===== config.mk =====
export PLATFORM = sky130hd
export DESIGN_NAME = rmq_front
export DESIGN_NICKNAME = d
export VERILOG_FILES = /design/src/hdl/rmq_pkg.sv /design/src/hdl/rmq_front.sv
export SDC_FILE = /design/constraint.sdc
export NUM_CORES = 1
export LEC_CHECK = 0
export BUFFER_PORTS_ARGS = -buffer_cell sky130_fd_sc_hd__buf_4
export CAP_MARGIN = 10
export CELL_PAD_IN_SITES_DETAIL_PLACEMENT = 2
export CELL_PAD_IN_SITES_GLOBAL_PLACEMENT = 2
export CORE_MARGIN = 1.5
export CORE_UTILIZATION = 32
export CTS_CLUSTER_DIAMETER = 50
export DETAILED_ROUTE_END_ITERATION = 16
export PLACE_DENSITY = 0.85
export SKIP_CTS_REPAIR_TIMING = 1
export SLEW_MARGIN = 20
export SYNTH_ARGS = -nofsm -noshare
export SYNTH_HDL_FRONTEND = slang
export SYNTH_SLANG_ARGS = --single-unit

===== constraint.sdc =====
create_clock -name i_clk -period 5.6 [get_ports i_clk]
set_clock_uncertainty 0.2 [all_clocks]
set_input_delay 0 -clock i_clk [delete_from_list [all_inputs] [get_ports i_clk]]
set_output_delay 0 -clock i_clk [all_outputs]
set_load 0.02 [all_outputs]

===== src/hdl/rmq_pkg.sv =====
`timescale 1ns / 1ps
// ----------------------------------------------------------------------------
// rmq_pkg
// Shared types and constants for the rotation matrix to quaternion core.
// ----------------------------------------------------------------------------
package rmq_pkg;

    localparam int ELEM_W    = 16;             // Q2.14 element and result
    localparam int DIFF_W    = 17;             // raw sum or difference of two elements
    localparam int RAD_W     = 17;             // clamped radicand, Q.14
    localparam int RAD_SHIFT = 28;             // radicand scaled to give a Q.21 root
    localparam int V_W       = 46;             // even width holding RAD_W + RAD_SHIFT
    localparam int ROOT_W    = V_W / 2;        // root bits, one per sqrt stage
    localparam int REM_W     = ROOT_W + 3;     // sqrt partial remainder
    localparam int NUM_SHIFT = 20;
    localparam int NUM_W     = DIFF_W + NUM_SHIFT + 1;
    localparam int QUO_W     = 24;             // quotient bits, one per divide stage
    localparam int FIFO_DEPTH = 4;
    localparam int FIFO_AW    = $clog2(FIFO_DEPTH);

    // slot of the component that is s/2 rather than a scaled term
    typedef enum logic [1:0] {
        HALF_X = 2'd0,
        HALF_Y = 2'd1,
        HALF_Z = 2'd2,
        HALF_W = 2'd3
    } t_half;

    // classified item: the three scaled terms go to the remaining slots in x, y, z, w order
    typedef struct packed {
        logic [RAD_W-1:0]         rad;
        logic signed [DIFF_W-1:0] d_a;
        logic signed [DIFF_W-1:0] d_b;
        logic signed [DIFF_W-1:0] d_c;
        t_half                    half;
    } t_item;

    typedef struct packed {
        logic [ROOT_W-1:0] root;
        logic              neg_a;
        logic              neg_b;
        logic              neg_c;
        t_half             half;
    } t_dside;

endpackage


===== src/hdl/rmq_front.sv =====
`timescale 1ns / 1ps
// ----------------------------------------------------------------------------
// rmq_front
// Accepts a matrix, picks the branch and pivot, and forms radicand and terms.
// ----------------------------------------------------------------------------
module rmq_front (
    input  logic                              i_clk,
    input  logic                              i_rst_n,
    input  logic                              push,
    output logic                              full,
    input  logic signed [rmq_pkg::ELEM_W-1:0] i_m00,
    input  logic signed [rmq_pkg::ELEM_W-1:0] i_m01,
    input  logic signed [rmq_pkg::ELEM_W-1:0] i_m02,
    input  logic signed [rmq_pkg::ELEM_W-1:0] i_m10,
    input  logic signed [rmq_pkg::ELEM_W-1:0] i_m11,
    input  logic signed [rmq_pkg::ELEM_W-1:0] i_m12,
    input  logic signed [rmq_pkg::ELEM_W-1:0] i_m20,
    input  logic signed [rmq_pkg::ELEM_W-1:0] i_m21,
    input  logic signed [rmq_pkg::ELEM_W-1:0] i_m22,
    output logic                              o_vld,
    input  logic                              i_rdy,
    output rmq_pkg::t_item                    o_item
);
    import rmq_pkg::*;

    logic               r_vld;
    t_item              r_item;
    t_item              n_item;
    logic signed [18:0] trace;
    logic signed [18:0] rad;
    logic [1:0]         piv;
    logic               take;

    assign take = push && !full;
    assign full = r_vld && !i_rdy;

    always_comb begin
        trace = 19'(i_m00) + 19'(i_m11) + 19'(i_m22);
        piv = 2'd0;
        if (i_m11 > i_m00) begin
            piv = 2'd1;
        end
        if (i_m22 > ((piv == 2'd1) ? i_m11 : i_m00)) begin
            piv = 2'd2;
        end
        n_item.half = HALF_W;
        n_item.d_a  = 17'(i_m12) - 17'(i_m21);
        n_item.d_b  = 17'(i_m20) - 17'(i_m02);
        n_item.d_c  = 17'(i_m01) - 17'(i_m10);
        rad = 19'sd16384 + trace;
        if (trace <= 0) begin
            case (piv)
                2'd0: begin
                    rad = 19'sd16384 + 19'(i_m00) - (19'(i_m11) + 19'(i_m22));
                    n_item.half = HALF_X;
                    n_item.d_a  = 17'(i_m01) + 17'(i_m10);
                    n_item.d_b  = 17'(i_m02) + 17'(i_m20);
                    n_item.d_c  = 17'(i_m12) - 17'(i_m21);
                end
                2'd1: begin
                    rad = 19'sd16384 + 19'(i_m11) - (19'(i_m22) + 19'(i_m00));
                    n_item.half = HALF_Y;
                    n_item.d_a  = 17'(i_m10) + 17'(i_m01);
                    n_item.d_b  = 17'(i_m12) + 17'(i_m21);
                    n_item.d_c  = 17'(i_m20) - 17'(i_m02);
                end
                default: begin
                    rad = 19'sd16384 + 19'(i_m22) - (19'(i_m00) + 19'(i_m11));
                    n_item.half = HALF_Z;
                    n_item.d_a  = 17'(i_m20) + 17'(i_m02);
                    n_item.d_b  = 17'(i_m21) + 17'(i_m12);
                    n_item.d_c  = 17'(i_m01) - 17'(i_m10);
                end
            endcase
        end
        // negative radicand clamps to zero
        n_item.rad = (rad <= 0) ? '0 : rad[RAD_W-1:0];
    end

    always_ff @(posedge i_clk) begin
        if (!i_rst_n) begin
            r_vld <= 1'b0;
        end else if (take) begin
            r_vld <= 1'b1;
        end else if (i_rdy) begin
            r_vld <= 1'b0;
        end
    end

    always_ff @(posedge i_clk) begin
        if (take) begin
            r_item <= n_item;
        end
    end

    assign o_vld  = r_vld;
    assign o_item = r_item;

endmodule


# [After elaboration in Yosys (flattened, before gate mapping)]
# Index checks and enable logic that the tools add are counted.
[classes] addsub=17 multipliers=0 div_mod_pow=0 n_lt_le_gt_ge=4 n_eq_ne=2 n_shift=0 n_mux=9 bitwise_logic=0 reduce_logical=6
[ops] operator="$pmux W53 S2" n=1
[ops] operator="$add A16 B16 Y17" n=6
[ops] operator="$sub A17 B17 Y18" n=3
[ops] operator="$mux W53" n=1
[ops] operator="$add A16 B16 Y17 const A" n=3
[ops] operator="$sub A16 B16 Y17" n=3
[ops] operator="$pmux W19 S2" n=1
[ops] operator="$gt A16 B16 Y1" n=2
[ops] operator="$add A16 B18 Y19 const A" n=1
[ops] operator="$le A19 B1 Y1 const B" n=1
[ops] operator="$mux W19" n=1
[ops] operator="$add A17 B16 Y18" n=1
[ops] operator="$le A18 B1 Y1 const B" n=1
[ops] operator="$mux W16" n=1
[ops] operator="$eq A2 B1 Y1 const B" n=2
[ops] operator="$mux W1" n=3
[ops] operator="$logic_and A1 B1 Y1" n=2
[ops] operator="$logic_not A1 Y1" n=2
[ops] operator="$logic_not A2 Y1" n=1
[ops] operator="$mux W2" n=1
[ops] operator="$reduce_bool A2 Y1" n=1
[word_totals] regBits=71 latch_bits=0 ramBits=0 mem_bits_ro=0 input_bits=148 output_inout_bits=72 n_memories=0

# [Depth between registers and ports, before layout]
# Gate-level depths: netlist (run 1).
[depth] word_depth=10 mapped_depth=28 mapped_depth_nobuf=26

# [Worst setup path after synthesis (run 1)]
# Ideal clock, no wire load.
[synth_timing] path_kind="input-to-reg" start="input i_m00[0] (netlist name)" end="register r_item (netlist bit o_item[10]), data pin" arrival_ns=4.817 required_time_ns=5.138 slack_ns=0.321 stages=26 path_buffers=1 cell_sequence="ha_1 -> inv_1 -> fa_1 -> o21bai_1 -> a21oi_1 -> o21bai_1 -> a21oi_1 -> o21bai_1 -> a2111oi_0 -> xnor2_1 -> ha_1 -> inv_1 -> nor2_1 -> o41a_1 -> o41a_1 -> nor2_1 -> xnor2_1 -> ha_1 -> nand3_1 -> nor4_1 -> nand3_1 -> nor4_4 -> a21oi_4 -> nand2b_4 -> buf_6 -> mux2_1"
[synth_lines] item="start: declaration" line="rmq_front.sv:11" source="input logic signed [rmq_pkg::ELEM_W-1:0] i_m00,"
[synth_lines] item="end signal: assignment" line="rmq_front.sv:92" source="r_item <= n_item;"
[synth_lines] item="end: declaration" line="rmq_front.sv:27" source="t_item r_item;"

==> reports/qor.txt, run 1 <==
worst hold endpoint: o_item[36]$_DFFE_PP_
Chip Width: 215 um
leading cell type in the layout, fill and taps excluded: buf_4
clk_lat worst skew: 360 ps
antenna viol nets, final: 0
DRT Pass-1 Iters: 5
TritonCTS buffer count: 9
Final Hold Viols: 0
Area Growth Syn to Fin: 25.3%
Hold Crit Depth: 3
fin crit period: 5890 ps
Warnings, synthesis: 0
Synth area leaders: ha_1 22%, edfxtp_1 15%, fa_1 6.0%, xnor2_1 6.0%, inv_1 5.5%
Cells after DPL: 2604
layout cells sized above 1: 0.201
Starting DRT DRC Count: 1179
fin crit share: 1.05
Min Hold Slack: 11.2 ps
Setup WS post-layout: -285 ps
FF-to-FF setup slack: 3520 ps
Static Leak: 8.52 nW
Yosys top cell by area: ha_1
hold path start: i_m21[0]
Finished Layout Cells: 2643
R2R depth: 3
Synth Cell Area: 14400 um2
Vias/cell: 5.95
most used cell, CP: a21oi_2
Post-synth top flop: edfxtp_1
slowest cell on the critical path: o41a_1
violated checks: negative setup slack
HPWL after DPL: 54.1 mm
pin count of the biggest net entering global routing: 71
CTS sink cnt: 71
CTS clock-pin slew for the worst setup and hold paths: 90 ps
Cell Area, Placed: 17300 um2
Worst Setup SP: i_m00[0]
Yosys reg bits: 71
H-tree depth: 3
WP buf/inv: 5
I/O pins: 220
Crit Path Class: input port to flop
setup_tns: -12290 ps
post-synthesis sequential area ratio: 0.148
syn_nets: 2218
post-synth cell types: 88
Final #Nets: 2491
WL/cell: 28.5 um
RR Endpoint: o_item[22]$_DFFE_PP_
Initial Util: 0.325
max-cap check violation count: 0
standard-cell row count: 77
number of synthesized flops with an enable pin: 70
Syn Area/Cell: 8.13 um2
worst-path fanout max: 12
first-pass GRT wire length: 101 mm
r2r startpoint: o_vld$_SDFFE_PN0P_
worst-case clock buffer depth: 2
# setup viols final: 70
Peak VDD IR: 0.171 mV
IO buf count: 219
power per standard cell area: 331 nW/um2
Slew Viols, Final: 0
Synth async-reset ratio: 0
crit path DAT: 5840 ps
CTS tree: done
root buffer cell: clkbuf_16
Tot Pwr: 5.98 mW
run status: finished, violations left
nature of the critical path endpoint: flop
vias in the first global route: 16800
gpl congestion: 0.870
initial antenna violation count: 4
worst-margin pin slew: 1120 ps
Via Count: 15700
Yosys top cell area share: 0.224
die height: 215 um
relative slew slack: 0.254
f_max: 170 MHz
core region area: 44300 um2
total gr overflow: 0
CP Launch Type: input port
drt drc: 0
total detailed-routing wirelength: 75.4 mm
GRT Total Usage: 0.282
Worst Hold Class: input port to flop
Die Area: 46200 um2
Post-Synthesis Cells: 1769
commonest cells after routing, fill and taps aside: 306 x buf_4, 256 x ha_1, 210 x inv_1
Critical Path RT: 5550 ps
final instance area: 18000 um2
Crit path max-delay family: compound AO/OA/AOI/OAI gates
worst stage delay on the critical path: 460 ps
==> per-layer routing <==
metal	track usage	share of wire	vias up
met5	0	0	-
met4	0.123	0.059	0
met3	0.0235	0.052	258
met2	0.507	0.49	673
met1	0.341	0.39	7968
li1	-	-	6818
==> worst reg2reg max path, stage by stage (launching register included) <==
cell and delay (ps):
dfxtp_1 320, nor2b_1 180, nor2b_4 110, buf_4 790
==> final cells by class <==
type | instances | area [um2]
clock buffers | 10 | 229
diodes | 4 | 10.0
repair buffers | 321 | 2560
multi-input cells | 1428 | 11500
flip-flops and latches | 71 | 2120
well taps | 592 | 741
fillers | 4991 | 26300
clock inverters | 6 | 115
inverters | 211 | 792
==> sequential cells by signal, indices dropped and copies added (netlist names) <==
register / flops
o_vld: 1
o_item: 70
==> worst max-delay path by stage <==
| stage | to | depth (start not counted) |
|---|---|---|
| floorplan | o_item[10]$_DFFE_PP_ | 26 |
| global placement | o_item[63]$_SDFFCE_PP0P_ | 28 |
| detailed placement | o_item[58]$_SDFFCE_PP0P_ | 28 |
| CTS | o_item[58]$_SDFFCE_PP0P_ | 28 |
| global route | o_item[55]$_SDFFCE_PP0P_ | 30 |
| finish | o_item[34]$_DFFE_PP_ | 29 |
==> where the power goes <==
| group | internal (mW) | switching, mW |
|---|---|---|
| combinational | 1.64 | 2.65 |
| sequential | 0.804 | 0.142 |
| clock | 0.441 | 0.301 |
| total | 2.88 | 3.09 |
==> through the flow <==
stage	utilization	setup WS, ps
final	0.407	-285
after global routing	0.407	-398
after CTS	0.397	-435
after detailed placement	0.390	-671
after global placement	0.390	-287
after floorplan	-	321
==> synthesized netlist by cell type (34+ instances only) <==
cell type,number
o21ai_0,86
or3_1,34
inv_1,210
a21oi_1,142
nand2_1,98
edfxtp_1,70
clkbuf_1,36
fa_1,43
nor2_1,150
ha_1,258
mux2i_1,34
nor3_1,53
xnor2_1,98
==> kinds of logic (layout without fill, tap and decap cells) <==
kind of cell,count (synthesis),after routing,share of synthesized area
muxes,46,46,0.0331
and+or+nand+nor,479,479,0.162
DFF,71,71,0.148
xor gates and xnor gates,127,127,0.0778
AOI/OAI and AO/OA,474,475,0.221
buffers and inverters,271,548,0.0737
adders and majority gates,301,301,0.284
other,0,4,0
No activity file was read; power rests on OpenSTA's default activity.
==> inputs of run 2 (changes only) <==
--- a/config.mk
+++ b/config.mk
@@ -10,10 +10,10 @@
 export CELL_PAD_IN_SITES_DETAIL_PLACEMENT = 2
 export CELL_PAD_IN_SITES_GLOBAL_PLACEMENT = 2
 export CORE_MARGIN = 1.5
-export CORE_UTILIZATION = 32
+export CORE_UTILIZATION = 35
 export CTS_CLUSTER_DIAMETER = 50
 export DETAILED_ROUTE_END_ITERATION = 16
-export PLACE_DENSITY = 0.85
+export PLACE_DENSITY = 0.88
 export SKIP_CTS_REPAIR_TIMING = 1
 export SLEW_MARGIN = 20
 export SYNTH_ARGS = -nofsm -noshare
==> constraint.sdc (replaced) <==
create_clock -name i_clk -period 6.6 [get_ports i_clk]
set_clock_uncertainty 0.2 [all_clocks]
set_input_delay 0 -clock i_clk [delete_from_list [all_inputs] [get_ports i_clk]]
set_output_delay 0 -clock i_clk [all_outputs]
set_load 0.02 [all_outputs]
==> reports/qor.txt, run 2 (synthesized netlist as in run 1, its figures left out) <==
run status: finished, violations left
violated checks: negative hold slack
met3 WL post-DR: 2.47 mm (-38%)
core region area: 40600 um2 (-8.3%)
Chip Width: 206 um (-4.3%)
worst-case clock buffer depth: 2 (unchanged)
CTS clock-pin slew for the worst setup and hold paths: 70 ps (-20 ps)
total gr overflow: 0 (unchanged)
worst-margin pin slew: 1130 ps (+7.12 ps)
Starting DRT DRC Count: 998 (-15%)
f_max: 162 MHz
max-cap check violation count: 0 (unchanged)
Metal-1 WL: 27.2 mm (-8.5%)
Vias/cell: 5.89 (-0.90%)
antenna viol nets, final: 0 (unchanged)
initial antenna violation count: 2 (-2)
worst-path fanout max: 20 (+8)
TritonCTS buffer count: 9 (unchanged)
Crit Path Class: input port to flop
number of antenna diodes: 0 (-4)
first-pass GRT wire length: 98.4 mm (-2.7%)
power share of the clock group: 0.120 (-0.004)
IO buf count: 219 (unchanged)
Cells after DPL: 2482 (-4.7%)
top sig layer: met5
design internal power: 2.17 mW (-25%)
HPWL after DPL: 51.0 mm (-5.7%)
Static Leak: 8.04 nW (-5.7%)
crit path DAT: 6150 ps (+310 ps)
gpl congestion: 0.904 (+4.0%)
switch share: 0.515 (-0.00251)
nature of the critical path endpoint: flop
Critical Path RT: 6560 ps (+1010 ps)
Final #Nets: 2413 (-3.1%)
Die Area: 42300 um2 (-8.5%)
leading cell type in the layout, fill and taps excluded: ha_1
# setup viols final: 0 (-100%)
Final Hold Viols: 2 (+2)
CTS sink cnt: 71 (unchanged)
Peak VDD IR: 0.127 mV (-26%)
power per standard cell area: 263 nW/um2 (-21%)
Initial Util: 0.354 (+0.0293)
switching power: 2.30 mW (-26%)
Sequential Power Share: 0.173 (+0.015)
hold path start: i_m10[1]
RSZ-0062 raised after global routing: no
H-tree depth: 3 (unchanged)
standard-cell row count: 74 (-3.9%)
Worst Setup SP: i_m00[0]
total detailed-routing wirelength: 64.6 mm (-14%)
GRT Total Usage: 0.303 (+0.0214)
clk_lat worst skew: 350 ps (about the same)
CP Launch Type: input port
DRT Pass-1 Iters: 5 (unchanged)
r2r startpoint: o_vld$_SDFFE_PN0P_
drt drc: 0 (unchanged)
pin count of the biggest net entering global routing: 71 (unchanged)
WL/cell: 25.8 um (-9.5%)
combinational share of power: 0.707 (-0.010)
Layout Utilization: 0.418 (+0.0111)
setup_tns: 0 ps (+12290 ps)
vias in the first global route: 16700 (-0.40%)
commonest cells after routing, fill and taps aside: 258 x ha_1, 239 x buf_4, 210 x inv_1
Min Hold Slack: -9.83 ps (-21.0 ps)
die height: 206 um (-4.3%)
max reg flops: 70 (unchanged)
fin crit period: 6190 ps
Worst Hold Class: input port to flop
fin crit share: 0.938
Finished Layout Cells: 2501 (-5.4%)
Via Count: 14700 (-6.2%)
root buffer cell: clkbuf_16
I/O pins: 220 (unchanged)
relative slew slack: 0.229 (-0.0242)
Slew Viols, Final: 0 (unchanged)
CTS tree: done
routed wl met2: 32.0 mm (-14%)
Area Growth Syn to Fin: 18.1%
layout cells sized above 1: 0.151 (-0.0494)
run 2: area by class of cell:
cell class	count	area [um2]
Fill cell	4574	23700
Multi-Input combinational cell	1427	11200
Sequential cell	71	2120
Timing Repair Buffer	244	1860
Inverter	211	792
Tap cell	532	666
Clock buffer	10	229
Clock inverter	6	67.6
run 2: final timing paths:
check                               to  slack [ps]  cells past startpoint
hold reg to reg     o_vld$_SDFFE_PN0P_        1090                      3
hold / removal     o_item[3]$_DFFE_PP_         -10                      3
setup / recovery  o_item[15]$_DFFE_PP_         410                     28
setup reg to reg  o_item[23]$_DFFE_PP_        4520                      3
run 2: metal layers:
layer | global-route usage | up-vias
met2 | 0.539 | 455
li1 | - | 6656
met1 | 0.366 | 7454
met4 | 0.132 | 2
met5 | 0 | -
met3 | 0.0331 | 171
run 2: power by group through the flow:
| stage | registers [mW] | logic [mW] | clock network, mW |
|---|---|---|---|
| after floorplan | 0.863 | 1.82 | 0 |
| after global placement | 0.780 | 2.82 | 0 |
| after detailed placement | 0.778 | 3.00 | 0 |
| after CTS | 0.772 | 3.11 | 0.529 |
| after global routing | 0.775 | 3.37 | 0.542 |
| final | 0.773 | 3.16 | 0.534 |
run 2: stage by stage:
step | cell area (um2) | hold WS, ps | worst slack, ps | power (mW)
floorplan | 14400 | -108 | 1320 | 2.68
global placement | 16600 | 2.33 | 500 | 3.60
detailed placement | 16600 | 13.0 | 19.8 | 3.78
CTS | 16900 | -342 | 372 | 4.41
global route | 17000 | 14.3 | 4.30 | 4.69
finish | 17000 | -9.83 | 410 | 4.47
run 2: critical path, cell delays in order:
cell,delay (ps)
buf_4,120
ha_1,170
inv_1,80
fa_1,420
o21bai_1,190
a21oi_1,140
o21bai_1,150
a21oi_1,120
o21bai_1,340
a21oi_1,140
xor2_1,170
ha_1,380
and3_1,250
nand2_1,90
nor3_1,70
o41a_1,500
o41a_1,360
nor2_1,140
xnor2_1,170
ha_1,200
nand3_1,80
nor4_2,230
nand3_1,170
nor4_4,410
a21oi_4,240
nand2b_4,320
buf_4,220
mux2i_1,240
