$ cat config.mk
export PLATFORM = sky130hd
export DESIGN_NAME = rmq_fifo
export DESIGN_NICKNAME = d
export VERILOG_FILES = /design/src/hdl/rmq_pkg.sv /design/src/hdl/rmq_fifo.sv
export SDC_FILE = /design/constraint.sdc
export NUM_CORES = 1
export LEC_CHECK = 0
export BUFFER_PORTS_ARGS = -buffer_cell sky130_fd_sc_hd__buf_2
export CAP_MARGIN = 10
export CORE_MARGIN = 10
export CORE_UTILIZATION = 57
export CTS_CLUSTER_SIZE = 30
export DETAILED_ROUTE_END_ITERATION = 12
export PLACE_DENSITY = 0.84
export SKIP_CTS_REPAIR_TIMING = 1
export SYNTH_ARGS = -nofsm -noshare
export SYNTH_HDL_FRONTEND = slang
export SYNTH_SLANG_ARGS = --single-unit
$ cat constraint.sdc
create_clock -name i_clk -period 3.3 [get_ports i_clk]
set_input_delay 0.495 -clock i_clk [delete_from_list [all_inputs] [get_ports i_clk]]
set_output_delay 0.495 -clock i_clk [all_outputs]
set_load 0.01 [all_outputs]
$ cat src/hdl/rmq_pkg.sv
`timescale 1ns / 1ps
// ----------------------------------------------------------------------------
// rmq_pkg
// Shared types and constants for the rotation matrix to quaternion core.
// ----------------------------------------------------------------------------
package rmq_pkg;

    localparam int ELEM_W    = 16;             // Q2.14 element and result
    localparam int DIFF_W    = 17;             // raw sum or difference of two elements
    localparam int RAD_W     = 17;             // clamped radicand, Q.14
    localparam int RAD_SHIFT = 28;             // radicand scaled to give a Q.21 root
    localparam int V_W       = 46;             // even width holding RAD_W + RAD_SHIFT
    localparam int ROOT_W    = V_W / 2;        // root bits, one per sqrt stage
    localparam int REM_W     = ROOT_W + 3;     // sqrt partial remainder
    localparam int NUM_SHIFT = 20;
    localparam int NUM_W     = DIFF_W + NUM_SHIFT + 1;
    localparam int QUO_W     = 24;             // quotient bits, one per divide stage
    localparam int FIFO_DEPTH = 4;
    localparam int FIFO_AW    = $clog2(FIFO_DEPTH);

    // slot of the component that is s/2 rather than a scaled term
    typedef enum logic [1:0] {
        HALF_X = 2'd0,
        HALF_Y = 2'd1,
        HALF_Z = 2'd2,
        HALF_W = 2'd3
    } t_half;

    // classified item: the three scaled terms go to the remaining slots in x, y, z, w order
    typedef struct packed {
        logic [RAD_W-1:0]         rad;
        logic signed [DIFF_W-1:0] d_a;
        logic signed [DIFF_W-1:0] d_b;
        logic signed [DIFF_W-1:0] d_c;
        t_half                    half;
    } t_item;

    typedef struct packed {
        logic [ROOT_W-1:0] root;
        logic              neg_a;
        logic              neg_b;
        logic              neg_c;
        t_half             half;
    } t_dside;

endpackage

$ cat src/hdl/rmq_fifo.sv
`timescale 1ns / 1ps
// ----------------------------------------------------------------------------
// rmq_fifo
// Short queue of classified items between the front and back parts.
// ----------------------------------------------------------------------------
module rmq_fifo (
    input  logic           i_clk,
    input  logic           i_rst_n,
    input  logic           i_wr,
    input  rmq_pkg::t_item i_item,
    output logic           o_full,
    input  logic           i_rd,
    output logic           o_empty,
    output rmq_pkg::t_item o_item
);
    import rmq_pkg::*;

    t_item              r_mem [FIFO_DEPTH];
    logic [FIFO_AW-1:0] r_wp;
    logic [FIFO_AW-1:0] r_rp;
    logic [FIFO_AW:0]   r_cnt;
    logic               wr_ok;
    logic               rd_ok;

    assign o_full  = (r_cnt == (FIFO_AW+1)'(FIFO_DEPTH));
    assign o_empty = (r_cnt == '0);
    assign wr_ok   = i_wr && !o_full;
    assign rd_ok   = i_rd && !o_empty;
    assign o_item  = r_mem[r_rp];

    always_ff @(posedge i_clk) begin
        if (!i_rst_n) begin
            r_wp  <= '0;
            r_rp  <= '0;
            r_cnt <= '0;
        end else begin
            if (wr_ok) begin
                r_wp <= r_wp + 1'b1;
            end
            if (rd_ok) begin
                r_rp <= r_rp + 1'b1;
            end
            if (wr_ok && !rd_ok) begin
                r_cnt <= r_cnt + 1'b1;
            end else if (rd_ok && !wr_ok) begin
                r_cnt <= r_cnt - 1'b1;
            end
        end
    end

    always_ff @(posedge i_clk) begin
        if (wr_ok) begin
            r_mem[r_wp] <= i_item;
        end
    end

endmodule

# == Yosys cells after proc, flatten, opt, wreduce, memory -nomap -nowiden ==
# Memories as Yosys holds them, arrays and structs flattened. A register that Yosys moved wholly into a read port is not among the register bits.
# Cells that the tools add are included.
# W data, S select, Z words.
# totals
ff_bits,7
ramBits,280
in_bits,74
output_inout_bits,72
n_memories,1
# memory_table
memory,words,width,read_ports,rd_ports_with_merged_regs,write_ports,line_no,text
r_mem,4,70,1,1,1,rmq_fifo.sv:18,t_item r_mem [FIFO_DEPTH];
# op_classes
n_addsub,4
eq_ne,1
n_mux,6
reduce_logical,10
# op_table
op,n
$mux W3,2
$add A2 B1 Y2 const B,2
$logic_and A1 B1 Y1,4
$logic_not A1 Y1,4
$mux W2,2
$add A3 B1 Y3 const B,1
$eq A3 B3 Y1 const B,1
$logic_not A3 Y1,1
$sub A3 B1 Y3 const B,1
$mux W1,2
$reduce_bool A2 Y1,1

# == Longest topological paths before layout ==
# Gate-level depths: netlist of the first run.
# logic_depth
depth_word,7
mapped_depth,9

# == Least setup slack after synthesis of the first run ==
# No wires, ideal clock.
# synth_path
kind,register to register
start,register r_cnt[0]
end,"memory r_mem[0][0] in the netlist's numbering, enable pin"
setup_time_ns,0.436
t_arrival_ns,2.485
required_ns,2.864
path_slack_ns,0.379
stages_incl_launch_ff,5
path_buffers,1
cell_sequence,dfxtp_1 -> nor3b_2 -> nor2b_1 -> buf_2 -> and2_1
# synth_via
elab_chain_len,5
# synth_lines
item,line_no,text
from (decl),rmq_fifo.sv:21,logic [FIFO_AW:0] r_cnt;
from (signal assigned),rmq_fifo.sv:44,r_cnt <= r_cnt + 1'b1;
from (signal assigned),rmq_fifo.sv:46,r_cnt <= r_cnt - 1'b1;
$eq A3 B3 Y1,rmq_fifo.sv:25,assign o_full = (r_cnt == (FIFO_AW+1)'(FIFO_DEPTH));
named net o_full,rmq_fifo.sv:11,"output logic o_full,"
$logic_not A1 Y1,rmq_fifo.sv:27,assign wr_ok = i_wr && !o_full;
$logic_and A1 B1 Y1,rmq_fifo.sv:27,
named net wr_ok,rmq_fifo.sv:22,logic wr_ok;
$mux W1,rmq_fifo.sv:52,if (wr_ok) begin
$mux W1 (not written as such),rmq_fifo.sv:53,r_mem[r_wp] <= i_item;
to (decl),rmq_fifo.sv:18,
# The timed path passes the listed nets, and every way through them passes these cells.

==> run summary, run 1 <==
## Yosys
- **unique cell type count in the Yosys netlist** 24
- **cell taking the most area after synthesis** sky130_fd_sc_hd__edfxtp_1
- **share of async-settable or async-resettable flops after synthesis** 0%
- **synthesized instance count** 414
- **mux share of post-synthesis cell area** 15.1%
- **Compound-Gate Fraction of Synth Area** 0.317%
- **area share of the largest cell type after synthesis** 78.9%
- **Post-Synth XOR/XNOR Area** 0.329%
- **number of enable flip-flop cells after synthesis** 280
- **share of synthesized cell area in full adder, half adder and majority cells** 0.775%
- **yosys warns** 0
- **synth top area cells** sky130_fd_sc_hd__edfxtp_1, sky130_fd_sc_hd__mux4_2, sky130_fd_sc_hd__dfxtp_1
- **area fraction in and, or, nand and nor cells after synthesis** 0.951%
- **mapped cell area** 0.0107 mm²
- **synthesized area per cell** 25.7 µm²
- **main combinational cell family by area after synthesis** multiplexers
- **flops & latches, synth** 289
- **total nets after synthesis** 494
- **most instantiated flip-flop cell in the synthesis netlist** sky130_fd_sc_hd__edfxtp_1
- **sequential share of the synthesized area** 80.6%

## Critical path
- **cell chain of the critical path** buf_4 -> mux4_2 -> buf_2
- **CP max-delay cell** sky130_fd_sc_hd__dfxtp_4
- **critical path endpoint category** output port
- **family with the most delay on the worst path** flip-flops
- **terminus of the critical flop-to-flop path** r_cnt[2]
- **Critical R2R Launch** r_cnt[0]
- **required time of the worst setup path** 2800 ps
- **startpoint kind of the worst setup timing path** flip-flop
- **Data arrival, critical path** 2220 ps
- **biggest cell delay along the critical path** 580 ps
- **worst setup path category** reg -> out
- **worst-case register-to-register setup slack** 760 ps
- **number of cell instances on the worst register-to-register path** 8
- **buffer and inverter count on the worst path** 2
- **highest net fanout along the worst path** 17

## Pwr
- **LEAKAGE** 4.23 nW
- **peak supply drop** 0.616 mV
- **Pwr per Cell Area** 792 mW/mm²

## Cells and area
- **net count of the finished layout** 660
- **most common cell after layout, fill and taps aside** sky130_fd_sc_hd__edfxtp_1
- **post-synthesis to final-layout area growth** 17.8%
- **fraction of layout instances using a drive strength above 1** 45.3%
- **commonest non-fill, non-tap cells in the layout** sky130_fd_sc_hd__edfxtp_1, sky130_fd_sc_hd__buf_2, sky130_fd_sc_hd__mux4_2
- **final standard cell area without fillers** 0.0126 mm²

## Timing
- **maximum clock skew at final layout** 8.26 ps
- **Max-Slew Margin vs Limit** 61.0%
- **fmax** 368 MHz
- **total negative slack for setup checks** 0 ps
- **Slew Viols, Final** 0
- **crit share post-route** 82.4%
- **Worst Tran Pin Value** 584 ps
- **final setup fails** 0
- **post-layout worst setup margin** 582 ps
- **final hold violation count** 0
- **unrepaired setup endpoints after global routing** false
- **Tmin final** 2720 ps

## Clock tree
- **number of clock sinks** 289
- **Root Buffer** sky130_fd_sc_hd__clkbuf_16
- **maximum count of clock buffers along a single path** 3
- **worst-skew pair later-pin latency** 530 ps
- **CTS H-tree depth** 1
- **clock buffers created by TritonCTS** 28
- **clock transition at the registers of the reported paths** 60 ps
- **CTS tree** built

## Hold path
- **HP Class** in -> reg
- **startpoint of the lowest-slack hold path** i_item[19]
- **Worst Hold Path EP** r_mem[3][19]
- **Worst Hold Path Cells** 1

## Placed design
- **worst slack after detailed placement** 792 ps
- **number of input and output port buffers inserted** 145
- **final weighted congestion of routability-driven global placement** 0.692
- **Placed Area** 0.0116 mm²
- **hpwl dp** 12.5 mm

## Drt
- **Via Count** 4766
- **# DRC** 0
- **Met3 Routed Length** 1.60 mm
- **Routed WL per cell** 23.5 µm
- **Antenna Nets Post-Route** 0
- **met2 routed wirelength** 9.90 mm
- **final wirelength** 19.6 mm
- **post-route met1 wirelength** 7.75 mm
- **violation count after the first detailed-routing iteration** 379
- **Avg Vias per Cell** 5.73
- **TritonRoute pass-1 iters** 4
- **top metal layer carrying routed signals** met5

## Global route
- **maximum number of pins on one net before global-route repair** 44
- **vias in the first global route** 5276
- **overall track demand over capacity in global routing** 16.0%
- **global route total overflow** 0
- **first-pass GRT wire length** 30.4 mm
- **antenna violations before repair** 3

## Outcome
- **run status** finished clean

## Die
- **floorplan die width** 157 µm
- **Initial Util** 58.5%
- **# rows** 49
- **count of boundary I/O pins** 146
- **floorplan die height** 157 µm
- **CORE AREA** 0.0182 mm²
- **DIE AREA** 0.0246 mm²

## Run
- **# Max-Cap Violations** 0

[synth_stat cells (all sizes together) (2+ instances only)]
| cell type | instances |
|---|---|
| ha | 5 |
| mux4 | 70 |
| inv | 3 |
| nor2b | 2 |
| nand2 | 4 |
| dfxtp | 9 |
| and2 | 8 |
| mux2i | 3 |
| buf | 17 |
| xnor2 | 3 |
| edfxtp | 280 |
[per-layer routing]
metal / vias up / track usage [%]
li1: 2104 / -
met1: 2454 / 20.6
met2: 175 / 26.3
met3: 31 / 4.91
met4: 2 / 3.60
met5: - / 0
[sequential cells by signal (all words and copies together), names as in the netlist, named ones only]
name / count
r_mem: 280
r_wp: 2
r_rp: 2
r_cnt: 3
[metrics by stage]
step / utilization (%) / instances / hold WS, ps / power (mW)
after floorplan: - / 414 / 468 / 6.25
after global placement: 63.9 / 779 / 477 / 6.90
after detailed placement: 63.9 / 779 / 506 / 6.99
after CTS: 68.9 / 830 / 161 / 10.1
after global routing: 68.9 / 830 / 160 / 10.4
final: 68.9 / 832 / 184 / 9.94
[layout make-up]
| class | instances | area, µm² |
|---|---|---|
| Clock buffer | 38 | 759 |
| Multi-Input combinational cell | 104 | 1870 |
| Inverter | 3 | 11.3 |
| Clock inverter | 13 | 155 |
| Sequential cell | 289 | 8600 |
| Fill cell | 1108 | 5660 |
| Tap cell | 229 | 287 |
| Antenna cell | 2 | 5.00 |
| Timing Repair Buffer | 154 | 868 |
[worst max-delay path by stage]
stage / depth (start not counted) / from / end
after floorplan: 4 / r_cnt[0] / r_mem[0][0]
after global placement: 8 / i_wr / r_cnt[2]
after detailed placement: 8 / r_cnt[0] / r_cnt[2]
after CTS: 3 / flip-flop / o_item[64]
after global routing: 3 / flip-flop / o_item[67]
final: 3 / flip-flop / o_item[64]
[worst reg2reg max path: stages, from the launching register on]
cell and delay [ps]:
sky130_fd_sc_hd__dfxtp_1 490, sky130_fd_sc_hd__nor3b_2 90, sky130_fd_sc_hd__nor2b_1 480, sky130_fd_sc_hd__ha_1 290, sky130_fd_sc_hd__inv_1 60, sky130_fd_sc_hd__fa_1 380
sky130_fd_sc_hd__xor2_1 190, sky130_fd_sc_hd__or3_1 320, sky130_fd_sc_hd__a21boi_0 170
[cells by family (layout without fill, tap and decap cells)]
family | count (synthesis) | count (layout)
flops | 289 | 289
mux | 73 | 73
buf+inv | 21 | 208
simple gates | 17 | 17
fa+ha+maj | 6 | 6
compound gates | 4 | 4
xor+xnor | 4 | 4
other cells | 0 | 2
[report_power, final]
part	internal (mW)	leakage, nW	switching, mW
Clock	1.85	0.444	1.26
Combinational	1.10	1.14	1.09
Sequential	4.46	2.64	0.197
No activity file was read; power rests on OpenSTA's default activity.
==> run 2, diff against run 1 <==
Settings changed: CORE_UTILIZATION 57 to 51, PLACE_DENSITY 0.84 to 0.8.
Clock period 3.3 ns to 2.3 ns, I/O delays scaled along.
==> run summary, run 2 (same netlist as run 1, synthesis figures left out) <==
## Die
- **DIE AREA** 0.0271 mm², was 0.0246 mm²
- **# rows** 52, was 49
- **count of boundary I/O pins** 146, unchanged
- **floorplan die width** 165 µm, was 157 µm
- **Initial Util** 52.2%, was 58.5%
- **floorplan die height** 165 µm, was 157 µm
- **CORE AREA** 0.0204 mm², was 0.0182 mm²

## Timing
- **crit share post-route** 98.5%
- **final hold violation count** 0, unchanged
- **Worst Tran Pin Value** 382 ps, was 584 ps
- **total negative slack for setup checks** 0 ps, unchanged
- **maximum clock skew at final layout** 19.2 ps, was 8.26 ps
- **Slew Viols, Final** 0, unchanged
- **unrepaired setup endpoints after global routing** true, was false
- **Max-Slew Margin vs Limit** 74.1%, was 61.0%
- **fmax** 441 MHz
- **Tmin final** 2270 ps
- **final setup fails** 0, unchanged

## Critical path
- **Critical R2R Launch** r_cnt[2], was r_cnt[0]
- **family with the most delay on the worst path** multiplexers, was flip-flops
- **Data arrival, critical path** 1920 ps, was 2220 ps
- **startpoint kind of the worst setup timing path** flip-flop, unchanged
- **worst setup path category** reg -> out, unchanged
- **buffer and inverter count on the worst path** 3, was 2
- **number of logic stages on the critical path including buffering** 4, was 3
- **required time of the worst setup path** 1960 ps, was 2800 ps
- **cell chain of the critical path** buf_12 -> buf_12 -> mux4_2 -> buf_6, was buf_4 -> mux4_2 -> buf_2
- **CP max-delay cell** sky130_fd_sc_hd__mux4_2, was sky130_fd_sc_hd__dfxtp_4
- **critical path endpoint category** output port, unchanged
- **highest net fanout along the worst path** 8, was 17
- **most common cell type on the critical path** sky130_fd_sc_hd__buf_12
- **biggest cell delay along the critical path** 540 ps, was 580 ps
- **number of cell instances on the worst register-to-register path** 8, unchanged

## Cells and area
- **most common cell after layout, fill and taps aside** sky130_fd_sc_hd__edfxtp_1, unchanged
- **max FFs per register** 280, unchanged
- **net count of the finished layout** 679, was 660
- **Sequential cell area** 0.00860 mm², about the same
- **register with the highest flop count** r_mem, unchanged
- **post-route insts no fill** 894, was 832
- **largest registers ranked by flip-flop count** r_mem: 280 flops, r_cnt: 3 flops, unchanged
- **commonest non-fill, non-tap cells in the layout** sky130_fd_sc_hd__edfxtp_1, sky130_fd_sc_hd__buf_2, sky130_fd_sc_hd__mux4_2, unchanged
- **fraction of layout instances using a drive strength above 1** 47.3%, was 45.3%
- **filler cell count** 1360, was 1108
- **post-synthesis to final-layout area growth** 22.2%, was 17.8%
- **final core utilization** 63.7%, was 68.9%
- **footprint of the multi-input gates** 0.00187 mm², unchanged

## Global route
- **global route total overflow** 0, unchanged
- **first-pass GRT wire length** 30.3 mm, was 30.4 mm
- **overall track demand over capacity in global routing** 14.5%, was 16.0%
- **antenna violations before repair** 2, was 3
- **maximum number of pins on one net before global-route repair** 34, was 44
- **vias in the first global route** 5300, was 5276

## Pwr
- **switching pwr** 3.80 mW, was 2.54 mW
- **portion of total power attributed to the clock network** 29.9%, was 31.2%
- **post-layout total power** 14.9 mW, was 9.94 mW
- **Switching Share** 25.5%, about the same
- **combinational cell fraction of total power** 25.7%, was 21.9%
- **Pwr per Cell Area** 1140 mW/mm², was 792 mW/mm²
- **Internal** 11.1 mW, was 7.40 mW
- **peak supply drop** 0.850 mV, was 0.616 mV
- **part of the total power dissipated in sequential elements** 44.4%, was 46.8%
- **LEAKAGE** 4.42 nW, was 4.23 nW

## Clock tree
- **clock buffers created by TritonCTS** 29, was 28
- **CTS H-tree depth** 1, unchanged
- **clock transition at the registers of the reported paths** 60 ps, about the same
- **CTS tree** built, unchanged
- **worst-skew pair later-pin latency** 530 ps, about the same
- **Root Buffer** sky130_fd_sc_hd__clkbuf_16, unchanged
- **maximum count of clock buffers along a single path** 3, unchanged
- **number of clock sinks** 289, unchanged

## Run
- **# Max-Cap Violations** 0, unchanged

## Drt
- **Antenna Nets Post-Route** 0, unchanged
- **# DRC** 0, unchanged
- **Routed WL per cell** 23.2 µm, was 23.5 µm
- **violation count after the first detailed-routing iteration** 348, was 379
- **Avg Vias per Cell** 5.48, was 5.73
- **final wirelength** 20.7 mm, was 19.6 mm
- **TritonRoute pass-1 iters** 4, unchanged
- **Via Count** 4902, was 4766

## Hold path
- **startpoint of the lowest-slack hold path** i_item[57], was i_item[19]
- **HP Class** in -> reg, unchanged
- **Worst Hold Path Cells** 1, unchanged

## Placed design
- **Placed Instances** 828, was 779
- **final weighted congestion of routability-driven global placement** 0.743, was 0.692
- **number of input and output port buffers inserted** 145, unchanged
- **hpwl dp** 12.9 mm, was 12.5 mm

## Outcome
- **run status** finished clean, unchanged

==> run 2: changes by cell type in the layout (fill, tap and decap cells not counted), sizes merged <==
cell / before / now
buf: 154 / 169
clkinv: 9 / 15
clkinvlp: 1 / 0
inv: 3 / 4
==> run 2: worst paths after layout <==
check	end	slack, ps
max reg2reg	r_cnt[2]	200
min	r_mem[3][57]	20
max	o_item[30]	30
min reg2reg	r_wp[1]	530
==> run 2: layout make-up <==
cell class              instances  area share, %
flip-flops and latches        289           66.0
inverters                       3         0.0865
repair buffers                172           9.82
clock inverters                19           1.34
diodes                          2         0.0384
well taps                     270           2.59
multi-input cells             104           14.4
clock buffers                  35           5.75
==> run 2: worst register-to-register path, cell delays in order (launching register included) <==
cell	delay [ps]
sky130_fd_sc_hd__dfxtp_1	360
sky130_fd_sc_hd__nor3b_2	180
sky130_fd_sc_hd__nor2b_1	170
sky130_fd_sc_hd__ha_1	210
sky130_fd_sc_hd__inv_1	60
sky130_fd_sc_hd__fa_1	380
sky130_fd_sc_hd__xor2_1	180
sky130_fd_sc_hd__or3_1	300
sky130_fd_sc_hd__a21boi_0	180
==> run 2: stage by stage <==
step	worst slack, ps	hold WS, ps	area, µm²
finish	34.9	25.0	13000
global route	-38.4	9.28	13000
CTS	-127	0.919	12800
detailed placement	185	518	11800
global placement	276	476	11800
floorplan	145	444	10700
==> run 2: routing by layer <==
layer  track usage, %  vias to the layer above  share of wire (%)
li1                 -                     2145                  -
met1             18.0                     2543                 38
met2             25.1                      178                 52
met3             3.83                       36                7.8
met4             3.50                        0                2.1
met5                0                        -                  0
==> run 2: power groups by stage <==
stage | combinational, mW | sequential, mW | clock [mW]
floorplan | 2.34 | 6.61 | 0
global placement | 3.34 | 6.73 | 0
detailed placement | 3.41 | 6.78 | 0
CTS | 3.43 | 6.67 | 4.57
global route | 4.13 | 6.66 | 4.80
finish | 3.83 | 6.61 | 4.46
